--- config.mk ---
export PLATFORM = sky130hd
export DESIGN_NAME = differential_thrust_trim_mixer
export DESIGN_NICKNAME = d
export VERILOG_FILES = /design/src/dttm_pkg.sv /design/src/differential_thrust_trim_mixer.sv /design/src/dttm_table.sv /design/src/dttm_div.sv
export SDC_FILE = /design/constraint.sdc
export NUM_CORES = 2
export LEC_CHECK = 0
export BUFFER_PORTS_ARGS = -buffer_cell sky130_fd_sc_hd__buf_4
export CAP_MARGIN = 0
export CORE_MARGIN = 2
export CORE_UTILIZATION = 65
export DETAILED_ROUTE_END_ITERATION = 12
export MAX_ROUTING_LAYER = met4
export PLACE_DENSITY = 0.82
export SLEW_MARGIN = 10
export SYNTH_ARGS = -nofsm -noshare
export SYNTH_HDL_FRONTEND = slang
export SYNTH_SLANG_ARGS = --single-unit
export TNS_END_PERCENT = 50
--- constraint.sdc ---
create_clock -name clk -period 23.5 [get_ports clk]
set_input_delay 4.7 -clock clk [delete_from_list [all_inputs] [get_ports clk]]
set_output_delay 4.7 -clock clk [all_outputs]
set_load 0.02 [all_outputs]
--- src/dttm_pkg.sv ---
// Shared types, widths and helpers for the differential thrust trim mixer.
package dttm_pkg;

	localparam int MAX_POINTS_DEF = 8;
	localparam int FRAC_BITS      = 14;

	localparam int ENTRY_W = 32;
	localparam int FIELD_W = 16;
	localparam int DRIVE_W = 15;
	localparam int COUNT_W = 4;
	localparam int INDEX_W = 3;
	localparam int S_DATA_W = 72;
	localparam int M_DATA_W = 32;

	// working width for sums of Q1.14 values and trim limits
	localparam int VAL_W  = 19;
	localparam int PROD_W = 2 * VAL_W;
	localparam int DEN_W  = 16;
	localparam int Q_W    = 17;

	typedef logic signed [VAL_W-1:0]  val_t;
	typedef logic signed [PROD_W-1:0] prod_t;

	localparam val_t ONE_V = val_t'(1 << FRAC_BITS);

	typedef enum logic [2:0] {
		ST_IDLE,
		ST_SCAN_EXT,
		ST_SCAN_BRK,
		ST_MUL,
		ST_DIV_GO,
		ST_DIV_WAIT,
		ST_FINISH
	} state_t;

	localparam logic ACT_WRITE = 1'b0;
	localparam logic ACT_MIX   = 1'b1;

	function automatic val_t clamp_unit(input val_t v);
		val_t r;
		if (v < 0) begin
			r = '0;
		end else if (v > ONE_V) begin
			r = ONE_V;
		end else begin
			r = v;
		end
		return r;
	endfunction

endpackage

--- src/differential_thrust_trim_mixer.sv ---
// Differential thrust mixer with a piecewise-linear trim table: a write request stores a
// trim point; a mix request finishes without a scan when throttle is not positive or the
// table is empty, after one scan for the table's extremes when the throttle lies outside
// the table's range, else after a second scan for the bracket and, if its span is positive,
// a 17-step serial divider; each scan uses the table's single read port, one entry per cycle.
// A finished result waits in the output register while the next request is taken.
module differential_thrust_trim_mixer import dttm_pkg::*; #(
	parameter int MAX_POINTS = MAX_POINTS_DEF
) (
	input  logic                clk,
	input  logic                arst_n,
	input  logic                s_tvalid,
	output logic                s_tready,
	// rudder[66:51], throttle[50:35], point_trim[34:19], point_throttle[18:3],
	// point_index[2:0]; zero padded
	input  logic [S_DATA_W-1:0] s_tdata,
	// action[0]
	input  logic [0:0]          s_tuser,
	output logic                m_tvalid,
	input  logic                m_tready,
	// right_drive[29:15], left_drive[14:0]; zero padded
	output logic [M_DATA_W-1:0] m_tdata,
	input  logic                cfg_valid,
	output logic                cfg_ready,
	input  logic [COUNT_W-1:0]  cfg_data
);

	localparam int AW = $clog2(MAX_POINTS);
	localparam int CW = $clog2(MAX_POINTS + 1);

	state_t state_q, state_d;

	logic [COUNT_W-1:0] count_q;
	logic [CW-1:0]      n_w;
	logic [CW-1:0]      cnt_q;
	logic               rd_vld_s1;
	logic               rd_first_s1;

	logic                     accept;
	logic                     in_action;
	logic [INDEX_W-1:0]       in_idx;
	logic signed [FIELD_W-1:0] in_pthr, in_ptrim, in_thr, in_rud;
	logic                     wr_en;
	logic [AW-1:0]            waddr;
	logic [ENTRY_W-1:0]       rdata;
	logic signed [FIELD_W-1:0] rd_thr, rd_trim;
	val_t                     rd_thr_v;

	val_t bl_d, br_d, t_d;
	val_t bl_q, br_q, t_q, trim_q;
	logic zero_q;
	logic signed [FIELD_W-1:0] lo_thr_q, lo_trim_q, hi_thr_q, hi_trim_q;
	logic signed [FIELD_W-1:0] a_thr_q, a_trim_q, b_thr_q, b_trim_q;
	prod_t            prod_q;
	logic [DEN_W-1:0] span_q;

	logic issue, drained, t_le_lo, t_ge_hi, span_pos, out_free, mix_zero;
	val_t span_w, dt, dtrim;
	logic div_start, div_done;
	val_t div_quot;

	val_t dlo_a, dlo_b, dlo, dhi_a, dhi_b, dhi, tl, tl_adj, half, l_v, r_v;
	logic m_tvalid_q;
	logic [M_DATA_W-1:0] m_tdata_q;

	// request unpacking
	assign in_action = s_tuser[0];
	assign in_idx    = s_tdata[2:0];
	assign in_pthr   = s_tdata[18:3];
	assign in_ptrim  = s_tdata[34:19];
	assign in_thr    = s_tdata[50:35];
	assign in_rud    = s_tdata[66:51];

	assign accept    = s_tvalid & s_tready;
	assign s_tready  = (state_q == ST_IDLE);
	assign cfg_ready = 1'b1;

	assign n_w = ({28'd0, count_q} > 32'(MAX_POINTS)) ? CW'(MAX_POINTS) : CW'(count_q);

	assign wr_en = accept && (in_action == ACT_WRITE) && ({29'd0, in_idx} < 32'(MAX_POINTS));
	assign waddr = AW'(in_idx);

	dttm_table #(
		.DEPTH(MAX_POINTS),
		.AW   (AW)
	) u_table (
		.clk  (clk),
		.we   (wr_en),
		.waddr(waddr),
		.wdata({in_pthr, in_ptrim}),
		.raddr(cnt_q[AW-1:0]),
		.rdata(rdata)
	);

	assign rd_thr   = rdata[31:16];
	assign rd_trim  = rdata[15:0];
	assign rd_thr_v = val_t'(rd_thr);

	assign bl_d     = clamp_unit(val_t'(in_thr) + val_t'(in_rud));
	assign br_d     = clamp_unit(val_t'(in_thr) - val_t'(in_rud));
	assign t_d      = clamp_unit(val_t'(in_thr));
	assign mix_zero = (in_thr <= 0);

	assign issue    = (state_q == ST_SCAN_EXT || state_q == ST_SCAN_BRK) && (cnt_q < n_w);
	assign drained  = (cnt_q == n_w) && !rd_vld_s1;
	assign t_le_lo  = t_q <= val_t'(lo_thr_q);
	assign t_ge_hi  = t_q >= val_t'(hi_thr_q);
	assign span_w   = val_t'(b_thr_q) - val_t'(a_thr_q);
	assign span_pos = span_w > 0;
	assign dt       = t_q - val_t'(a_thr_q);
	assign dtrim    = val_t'(b_trim_q) - val_t'(a_trim_q);
	assign out_free = !m_tvalid_q || m_tready;

	always_comb begin
		state_d   = state_q;
		div_start = 1'b0;
		unique case (state_q)
			ST_IDLE: begin
				if (accept && in_action == ACT_MIX) begin
					state_d = (mix_zero || n_w == '0) ? ST_FINISH : ST_SCAN_EXT;
				end
			end
			ST_SCAN_EXT: begin
				if (drained) begin
					state_d = (t_le_lo || t_ge_hi) ? ST_FINISH : ST_SCAN_BRK;
				end
			end
			ST_SCAN_BRK: begin
				if (drained) begin
					state_d = span_pos ? ST_MUL : ST_FINISH;
				end
			end
			ST_MUL: begin
				state_d = ST_DIV_GO;
			end
			ST_DIV_GO: begin
				div_start = 1'b1;
				state_d   = ST_DIV_WAIT;
			end
			ST_DIV_WAIT: begin
				if (div_done) begin
					state_d = ST_FINISH;
				end
			end
			ST_FINISH: begin
				if (out_free) begin
					state_d = ST_IDLE;
				end
			end
			default: begin
				state_d = ST_IDLE;
			end
		endcase
	end

	always_ff @(posedge clk or negedge arst_n) begin
		if (!arst_n) begin
			state_q <= ST_IDLE;
		end else begin
			state_q <= state_d;
		end
	end

	always_ff @(posedge clk or negedge arst_n) begin
		if (!arst_n) begin
			count_q    <= '0;
			cnt_q      <= '0;
			rd_vld_s1  <= 1'b0;
			m_tvalid_q <= 1'b0;
		end else begin
			if (cfg_valid && cfg_ready) begin
				count_q <= cfg_data;
			end
			if (accept || (state_q == ST_SCAN_EXT && drained)) begin
				cnt_q <= '0;
			end else if (issue) begin
				cnt_q <= cnt_q + 1'b1;
			end
			rd_vld_s1 <= issue;
			if (state_q == ST_FINISH && out_free) begin
				m_tvalid_q <= 1'b1;
			end else if (m_tready) begin
				m_tvalid_q <= 1'b0;
			end
		end
	end

	dttm_div u_div (
		.clk   (clk),
		.arst_n(arst_n),
		.start (div_start),
		.num   (prod_q),
		.den   (span_q),
		.done  (div_done),
		.quot  (div_quot)
	);

	// datapath: scans over the table, bracket selection, trim capture
	always_ff @(posedge clk) begin
		rd_first_s1 <= issue && (cnt_q == '0);
		if (accept && in_action == ACT_MIX) begin
			bl_q   <= bl_d;
			br_q   <= br_d;
			t_q    <= t_d;
			zero_q <= mix_zero;
			trim_q <= '0;
		end
		if (state_q == ST_SCAN_EXT && rd_vld_s1) begin
			// later slots win ties
			if (rd_first_s1 || rd_thr_v <= val_t'(lo_thr_q)) begin
				lo_thr_q  <= rd_thr;
				lo_trim_q <= rd_trim;
			end
			if (rd_first_s1 || rd_thr_v >= val_t'(hi_thr_q)) begin
				hi_thr_q  <= rd_thr;
				hi_trim_q <= rd_trim;
			end
		end
		if (state_q == ST_SCAN_EXT && drained) begin
			if (t_le_lo) begin
				trim_q <= val_t'(lo_trim_q);
			end else if (t_ge_hi) begin
				trim_q <= val_t'(hi_trim_q);
			end
			a_thr_q  <= lo_thr_q;
			a_trim_q <= lo_trim_q;
			b_thr_q  <= hi_thr_q;
			b_trim_q <= hi_trim_q;
		end
		if (state_q == ST_SCAN_BRK && rd_vld_s1) begin
			if (rd_thr_v <= t_q && rd_thr_v >= val_t'(a_thr_q)) begin
				a_thr_q  <= rd_thr;
				a_trim_q <= rd_trim;
			end
			if (rd_thr_v >= t_q && rd_thr_v <= val_t'(b_thr_q)) begin
				b_thr_q  <= rd_thr;
				b_trim_q <= rd_trim;
			end
		end
		if (state_q == ST_SCAN_BRK && drained && !span_pos) begin
			trim_q <= val_t'(a_trim_q);
		end
		if (state_q == ST_MUL) begin
			prod_q <= prod_t'(dt) * prod_t'(dtrim);
			span_q <= span_w[DEN_W-1:0];
		end
		if (state_q == ST_DIV_WAIT && div_done) begin
			trim_q <= val_t'(a_trim_q) + div_quot;
		end
		if (state_q == ST_FINISH && out_free) begin
			m_tdata_q <= zero_q ? '0 : {2'b00, r_v[DRIVE_W-1:0], l_v[DRIVE_W-1:0]};
		end
	end

	// limit the trim so it never clips the pilot command further
	assign dlo_a  = (bl_q - ONE_V) <<< 1;
	assign dlo_b  = -(br_q <<< 1);
	assign dlo    = (dlo_a > dlo_b) ? dlo_a : dlo_b;
	assign dhi_a  = bl_q <<< 1;
	assign dhi_b  = (ONE_V - br_q) <<< 1;
	assign dhi    = (dhi_a < dhi_b) ? dhi_a : dhi_b;
	assign tl     = (trim_q < dlo) ? dlo : ((trim_q > dhi) ? dhi : trim_q);
	assign tl_adj = tl + val_t'(tl[VAL_W-1]);
	assign half   = tl_adj >>> 1;
	assign l_v    = clamp_unit(bl_q - half);
	assign r_v    = clamp_unit(br_q + half);

	assign m_tvalid = m_tvalid_q;
	assign m_tdata  = m_tdata_q;

	a_drive_range: assert property (@(posedge clk) disable iff (!arst_n)
		m_tvalid |-> (m_tdata[14:0] <= 15'(ONE_V)) && (m_tdata[29:15] <= 15'(ONE_V)))
		else $error("drive above full scale");

	a_read_in_scan: assert property (@(posedge clk) disable iff (!arst_n)
		rd_vld_s1 |-> (state_q == ST_SCAN_EXT || state_q == ST_SCAN_BRK))
		else $error("table read returned outside a scan");

	a_div_done: assert property (@(posedge clk) disable iff (!arst_n)
		div_done |-> $past(state_q) == ST_DIV_WAIT && state_q == ST_DIV_WAIT)
		else $error("divider finished with no division pending");

	a_bracket: assert property (@(posedge clk) disable iff (!arst_n)
		state_q == ST_MUL |-> (val_t'(a_thr_q) < t_q || val_t'(a_thr_q) == t_q)
			&& (t_q < val_t'(b_thr_q) || t_q == val_t'(b_thr_q)))
		else $error("bracket does not enclose throttle");

endmodule

--- src/dttm_table.sv ---
// Trim point table: one write port, one read port with registered read data.
module dttm_table import dttm_pkg::*; #(
	parameter int DEPTH = MAX_POINTS_DEF,
	parameter int AW    = $clog2(MAX_POINTS_DEF)
) (
	input  logic               clk,
	input  logic               we,
	input  logic [AW-1:0]      waddr,
	input  logic [ENTRY_W-1:0] wdata,
	input  logic [AW-1:0]      raddr,
	output logic [ENTRY_W-1:0] rdata
);

	logic [ENTRY_W-1:0] mem [DEPTH];

	always_ff @(posedge clk) begin
		if (we) begin
			mem[waddr] <= wdata;
		end
	end

	always_ff @(posedge clk) begin
		rdata <= mem[raddr];
	end

endmodule

--- src/dttm_div.sv ---
// Serial restoring divider for the interpolation quotient, one bit per cycle.
module dttm_div import dttm_pkg::*; (
	input  logic             clk,
	input  logic             arst_n,
	input  logic             start,
	input  prod_t            num,
	input  logic [DEN_W-1:0] den,
	output logic             done,
	output val_t             quot
);

	localparam int SW = $clog2(Q_W);

	logic             busy_q;
	logic             done_q;
	logic [SW-1:0]    step_q;
	logic [DEN_W:0]   rem_q;
	logic [Q_W-1:0]   quo_q;
	logic [DEN_W-1:0] den_q;
	logic             neg_q;

	logic [PROD_W-1:0] mag;
	logic [DEN_W:0]    trial;
	logic              fits;
	val_t              qpos;

	assign mag   = num[PROD_W-1] ? PROD_W'(-num) : PROD_W'(num);
	assign trial = {rem_q[DEN_W-1:0], quo_q[Q_W-1]};
	assign fits  = trial >= {1'b0, den_q};

	always_ff @(posedge clk or negedge arst_n) begin
		if (!arst_n) begin
			busy_q <= 1'b0;
			done_q <= 1'b0;
			step_q <= '0;
		end else begin
			done_q <= 1'b0;
			if (start) begin
				busy_q <= 1'b1;
				step_q <= '0;
			end else if (busy_q) begin
				step_q <= step_q + 1'b1;
				if (step_q == SW'(Q_W - 1)) begin
					busy_q <= 1'b0;
					done_q <= 1'b1;
				end
			end
		end
	end

	// quotient is known to fit Q_W bits, so the top of the dividend is below den
	always_ff @(posedge clk) begin
		if (start) begin
			rem_q <= (DEN_W+1)'(mag >> Q_W);
			quo_q <= mag[Q_W-1:0];
			den_q <= den;
			neg_q <= num[PROD_W-1];
		end else if (busy_q) begin
			rem_q <= fits ? trial - {1'b0, den_q} : trial;
			quo_q <= {quo_q[Q_W-2:0], fits};
		end
	end

	assign qpos = val_t'(quo_q);
	assign quot = neg_q ? -qpos : qpos;
	assign done = done_q;

endmodule
Word level (Yosys, flattened, before mapping) --
Memory sizes are Yosys's and may differ from the RTL's. A register that Yosys moved wholly into a read port is not among the register bits. Cells that the tools add are included.
Cells by class: add/sub/neg operators 17, multiply operators 1, $lt $le $gt $ge 27, equal/unequal tests 13, mux-type cells 59, bitwise logic cells 2, reductions and logical operators 40
Operators by type and width (count):
- 16-bit two-way mux | 15
- 19-bit two-way mux | 11
- 15-bit two-way mux | 5
- 16-bit by 16-bit subtractor with 17-bit output | 4
- 16-bit >= comparator | 4
- 16-bit less-or-equal comparator | 4
- 19-bit by 16-bit greater-than comparator with 1-bit output (second input constant) | 2
- 19-bit greater-than comparator | 2
- 19-bit by 1-bit less-than comparator with 1-bit output (second input constant) | 2
- 17-bit by 16-bit greater-than comparator with 1-bit output (second input constant) | 2
- 17-bit by 1-bit less-than comparator with 1-bit output (second input constant) | 2
- 17-bit by 17-bit multiplier with 34-bit output | 1
- 17-bit two-way mux | 2
- 33-bit two-way mux | 1
- 33-bit negator | 1
- 3-bit two-way mux | 8
- 3-bit one-hot mux with 7 select lines | 1
- 16-bit by 19-bit adder with 19-bit output | 1
- 17-bit by 18-bit adder with 19-bit output | 1
- 19-bit by 1-bit adder with 19-bit output | 1
- 18-bit by 19-bit less-than comparator with 1-bit output | 1
- 19-bit less-than comparator | 1
- 17-bit negator with 19-bit output | 1
- 18-bit negator with 19-bit output | 1
- 36 further kinds | 85
Word-level totals: flip-flop bits (word level) 351, RAM bits 256, word-level logic and storage cells 196, memories 1
Memory list:
- u_table.mem | depth 8, width 32, rd ports 1, clocked after memory_dff 1, write ports 1, RTL line dttm_table.sv:14 | logic [ENTRY_W-1:0] mem [DEPTH];

Logic depth before layout (Yosys ltp) --
depth after elaboration 10, mapped depth 52

Modules after synthesis --
A second synthesis with hierarchy kept.
Unflattened totals: cell total of the unflattened synthesis 4527, area, all modules 48816.8 µm²
Modules (own cells, without submodules):
- differential_thrust_trim_mixer | instances 1, cells an instance 3650, area an instance 33968.8 µm², seq. area each 7862.5 µm²
- dttm_table | instances 1, cells an instance 415, area an instance 10466.3 µm², seq. area each 8328.0 µm²
- dttm_div | instances 1, cells an instance 462, area an instance 4381.7 µm², seq. area each 1676.6 µm²

Least setup slack after synthesis --
No wires, ideal clock.
path kind flip-flop to flip-flop, start reg br_q[0], end reg m_tdata_q[21] (netlist: m_tdata[21]), data pin, setup time 268 ps, data arrival time 9972 ps, required time 23232 ps, setup slack 13259 ps, stages on the path, launching flop included 47, buffers on the path 3, period minus slack after synthesis 10241 ps, path through edfxtp_1 > inv_1 > ha_1 > nand2_1 > nor2_1 > nand2_1 > or3_1 > xor2_1 > inv_1 > ha_1 > nand2_1 > nor2_1 > o21ai_0 > a31oi_1 > clkbuf_1 > a21oi_1 > ha_1 > o211ai_1 > [11 not listed] > o21bai_1 > a21oi_1 > o21bai_1 > nor2b_1 > o221ai_1 > nand2b_1 > a21oi_1 > xnor2_1 > ha_1 > a21o_1 > or4b_1 > o21ai_0 > a21oi_1 > and2_1 > o41ai_1 > nand4b_1 > buf_2 > a211oi_1
Between the ends: longest elaborated chain between the ends 10, elaborated cells on any way between the ends 15, classes of those cells 4 x add/sub; 6 x order compare; 4 x mux; 1 x reduce/logical
RTL lines:
- start: declaration | RTL line differential_thrust_trim_mixer.sv:50 | val_t bl_q, br_q, t_q, trim_q;
- start signal: assignment | RTL line differential_thrust_trim_mixer.sv:203 | br_q <= br_d;
- 16-bit by 17-bit subtractor with 18-bit output | RTL line differential_thrust_trim_mixer.sv:260 | assign dhi_b = (ONE_V - br_q) <<< 1;
- 18-bit by 19-bit less-than comparator with 1-bit output | RTL line differential_thrust_trim_mixer.sv:261 | assign dhi = (dhi_a < dhi_b) ? dhi_a : dhi_b;
- 19-bit two-way mux | RTL line differential_thrust_trim_mixer.sv:261
- 19-bit greater-than comparator | RTL line differential_thrust_trim_mixer.sv:262 | assign tl = (trim_q < dlo) ? dlo : ((trim_q > dhi) ? dhi : trim_q);
- 19-bit two-way mux (2 in series) | RTL line differential_thrust_trim_mixer.sv:262
- 19-bit by 1-bit adder with 19-bit output | RTL line differential_thrust_trim_mixer.sv:263 | assign tl_adj = tl + val_t'(tl[VAL_W-1]);
- 17-bit by 18-bit adder with 19-bit output * | RTL line differential_thrust_trim_mixer.sv:266 | assign r_v = clamp_unit(br_q + half);
- 19-bit by 1-bit less-than comparator with 1-bit output or 19-bit by 16-bit greater-than comparator with 1-bit output (tied branches) | RTL line dttm_pkg.sv:41, dttm_pkg.sv:43
- 3-bit OR reduction (no line)
- end signal: assignment | RTL line differential_thrust_trim_mixer.sv:251 | m_tdata_q <= zero_q ? '0 : {2'b00, r_v[DRIVE_W-1:0], l_v[DRIVE_W-1:0]};
- end: declaration | RTL line differential_thrust_trim_mixer.sv:64 | logic [M_DATA_W-1:0] m_tdata_q;
Every way passes the cells marked *; elsewhere a longest branch is shown, timed or not. A chain may end at the register's enable or synchronous reset.

Worst setup path in the final report --
start reg br_q[0], end reg m_tdata_q[22] (netlist: m_tdata[22]), data pin
The elaborated chain is that of the path after synthesis.

==> impl_metrics.csv <==
group,metric,value,unit
critical_path,crit_slowest_cell,"o41ai_1",
final_layout,multi_input_area,28250,um^2
critical_path,critPathArrivalTime,11.93,ns
critical_path,worst-path-max-fanout,37,
logic_synthesis,yosysSeqAreaShare,0.3682,
clock_tree,cts.path.max_buffers,3,
final_layout,diodes,0,
final_layout,final_core_util,0.7141,
global_routing,met2_usage,0.5482,
final_layout,fillers,5163,
die,die_width,277.2,um
global_routing,grt_first_pass_wirelength,196.7,mm
sta,max_freq,86.75,MHz
final_layout,nets,5439,
worst_hold_path,worst_hold_path.endpoint,"u_div.den_q[0]",
global_routing,overflow,0,
global_routing,top_usage_layer,"met2",
detailed_routing,routed_wl,125.0,mm
critical_path,critPathMaxStageDelay,0.67,ns
die,ios,117,
sta,fin_setup_tns,0,ns
clock_tree,cts_sinks,637,
final_layout,seqCellArea,17870,um^2
logic_synthesis,ys_async_sr_fraction,0.03140,
run,drv_cap,0,
global_routing,grt_pass1_vias,35550,
sta,hold_violations,0,
sta,slew_headroom,0.2549,
sta,fin_crit_sh,0.4905,
global_routing,grtUsageMet3,0.04699,
logic_synthesis,synth_edf_count,501,
die,die_y,277.2,um
sta,skew,0.06937,ns
final_layout,synthToLayoutAreaGrowth,9.190,%
logic_synthesis,ys_ff_latch,637,
die,dieArea,76860,um^2
critical_path,timing.critical_path.mode_cell,"a21oi_1",
logic_synthesis,avgSynthCellArea,10.78,um^2
critical_path,r2r_end,"m_tdata[22]",
logic_synthesis,synth_warnings,0,
critical_path,start_kind,"register",
critical_path,r2r_start,"br_q[0]",
clock_tree,numCtsBuffers,69,
sta,setup_viol,0,
sta,worst_pin_slew,1.114,ns
clock_tree,htree_num_levels,3,
sta,drv_slew,0,
detailed_routing,drc,0,
sta,period_needed,11.53,ns
critical_path,critical_path_class,"reg2reg",
critical_path,reg2reg_slack,11.97,ns
worst_hold_path,min_from,"span_q[0]",
logic_synthesis,synthFlopType,"edfxtp_1",
clock_tree,cts-root-buf,"clkbuf_16",
detailed_routing,dr.pass1.iters,6,
die,rows,100,
logic_synthesis,ys_types,103,
global_routing,use_met1,0.4245,
global_routing,grt_max_degree,73,
critical_path,path_delay_family,"compound AO/OA/AOI/OAI gates",
critical_path,worst-path-buf-inv,5,
detailed_routing,drt-vias-per-instance,6.238,
detailed_routing,postRouteAntennaNets,0,
detailed_routing,drt_iter0_drc,3086,
global_routing,grt_usage,0.3397,
placement,finalWeightedCongestion,0.9774,
placement,hpwl,93.30,mm
clock_tree,post_cts_buffers,0,
placement,portBuffers,108,
clock_tree,clk_pin_slew,0.06,ns
global_routing,antenna_found_initial,1,
clock_tree,cts_resized,0,
clock_tree,clkLatencyLatePin,0.66,ns
critical_path,worstPathRequired,23.90,ns
worst_hold_path,hp-class,"reg2reg",
final_layout,drive_above_1_share,0.1173,
clock_tree,postCtsHoldBufs,0,
worst_hold_path,min_path_cells,0,
die,coreArea,74200,um^2
logic_synthesis,synth_area,48530,um^2
detailed_routing,avgRoutedWirePerCell,22.17,um
die,start_util,0.6540,
critical_path,end_kind,"register",
sta,rsz0062_at_grt,"false",
logic_synthesis,postSynthCellCount,4503,
status,outcome,"finished, final reports clean",
critical_path,reg2reg_depth,47,
clock_tree,cts_tree,"built",
detailed_routing,via_count,35190,
==> through the flow <==
| stage | cells | hold slack [ns] | setup WS [ns] | cell area, um^2 |
|---|---|---|---|---|
| after global placement | 5513 | 0.4028 | 12.39 | 50620 |
| after global routing | 5641 | 0.4250 | 11.43 | 52980 |
| after CTS | 5641 | 0.4166 | 12.21 | 52980 |
| after floorplan | 4509 | 0.4003 | 13.26 | 48550 |
| after detailed placement | 5513 | 0.4062 | 12.21 | 50620 |
| final | 5641 | 0.4144 | 11.97 | 52980 |
==> worst max path at each step <==
| stage | endpoint | depth (start not counted) | startpoint |
|---|---|---|---|
| final | m_tdata[22] | 47 | br_q[0] |
| after global routing | m_tdata[22] | 47 | br_q[0] |
| after CTS | m_tdata[22] | 47 | br_q[0] |
| after detailed placement | m_tdata[22] | 47 | br_q[0] |
| after global placement | m_tdata[22] | 47 | br_q[0] |
| after floorplan | m_tdata[21] | 46 | br_q[0] |
==> sequential cells by signal (all words and copies together), names as in the netlist, 17 cells and up <==
signal,cells
u_table.rdata,32
u_table.mem,256
prod_q,34
bl_q,17
br_q,17
m_tdata,30
trim_q,19
u_div.quo_q,17
==> cells by family after synthesis <==
| family | count (synthesis) | synth area share |
|---|---|---|
| DFF | 637 | 0.3682 |
| and+or+nand+nor | 1154 | 0.1151 |
| other | 2 | 0.0001548 |
| adders and majority gates | 742 | 0.2387 |
| xor gates and xnor gates | 245 | 0.04422 |
| buffers and inverters | 676 | 0.05312 |
| AOI/OAI and AO/OA | 810 | 0.1117 |
| muxes | 237 | 0.06890 |
==> Yosys cell counts (all sizes together) (11+ instances only) <==
library cell  instances  area, um^2
o31ai                29       231.5
edfxtp              501       15040
o21bai               17       127.6
a211oi               42       325.3
a21oi               191       970.9
o21ai               186       934.6
dfrtp                20       500.5
and3                 25       157.6
nor2b                79       501.7
mux2i                37       370.4
or2                  15       93.84
nor4                 25       177.7
nand2b               50       312.8
a221o                18       186.4
clkbuf              100       376.6
xor2                 85       744.5
nor3                 75       375.4
o31a                 11       97.59
nand4                51       319.1
nand2               343        1287
o41ai                16       166.4
o21a                 63       473.0
xnor2               160        1401
a31oi                15       93.84
fa                  306        6126
mux2                136        1531
nor2                291        1095
or4                  13       101.4
or3                  23       145.1
inv                 545        2046
ha                  436        5455
and2                 74       465.5
dfxtp               116        2322
a21o                 78       588.1
o2bb2ai              15       131.4
o22ai                18       118.9
nand3                61       310.3
a22oi                17       127.6
mux4                 64        1441
buf                  31       155.1
==> cell type report <==
type / count / share of cell area
multi-input cells: 3196 / 0.5332
flip-flops and latches: 637 / 0.3373
inverters: 545 / 0.03861
clock buffers: 91 / 0.03509
repair buffers: 166 / 0.02352
well taps: 969 / 0.02288
clock inverters: 37 / 0.009422
==> metal layers <==
layer  wire length (um)  vias up
met3               8814      319
met1              49370    17400
met4               6829        0
met5                  0        -
met2              60030     1400
li1                   -    16070
==> cell usage in the layout, fill, tap and decap left out, types with 69 or more instances in the layout <==
master and instances:
inv_1 545, ha_1 436, edfxtp_1 501, mux2_2 136
o21ai_0 180, nor2b_1 78, nand2_1 343, clkbuf_16 69
a21o_1 76, nor3_1 73, and2_1 70, fa_1 306
dfxtp_1 116, xnor2_1 159, xor2_1 85, buf_4 166
nor2_1 283, a21oi_1 187
Power is left out: the tool's default activity adds up to more than one toggle a clock period on the data nets, which glitch-free logic cannot reach.
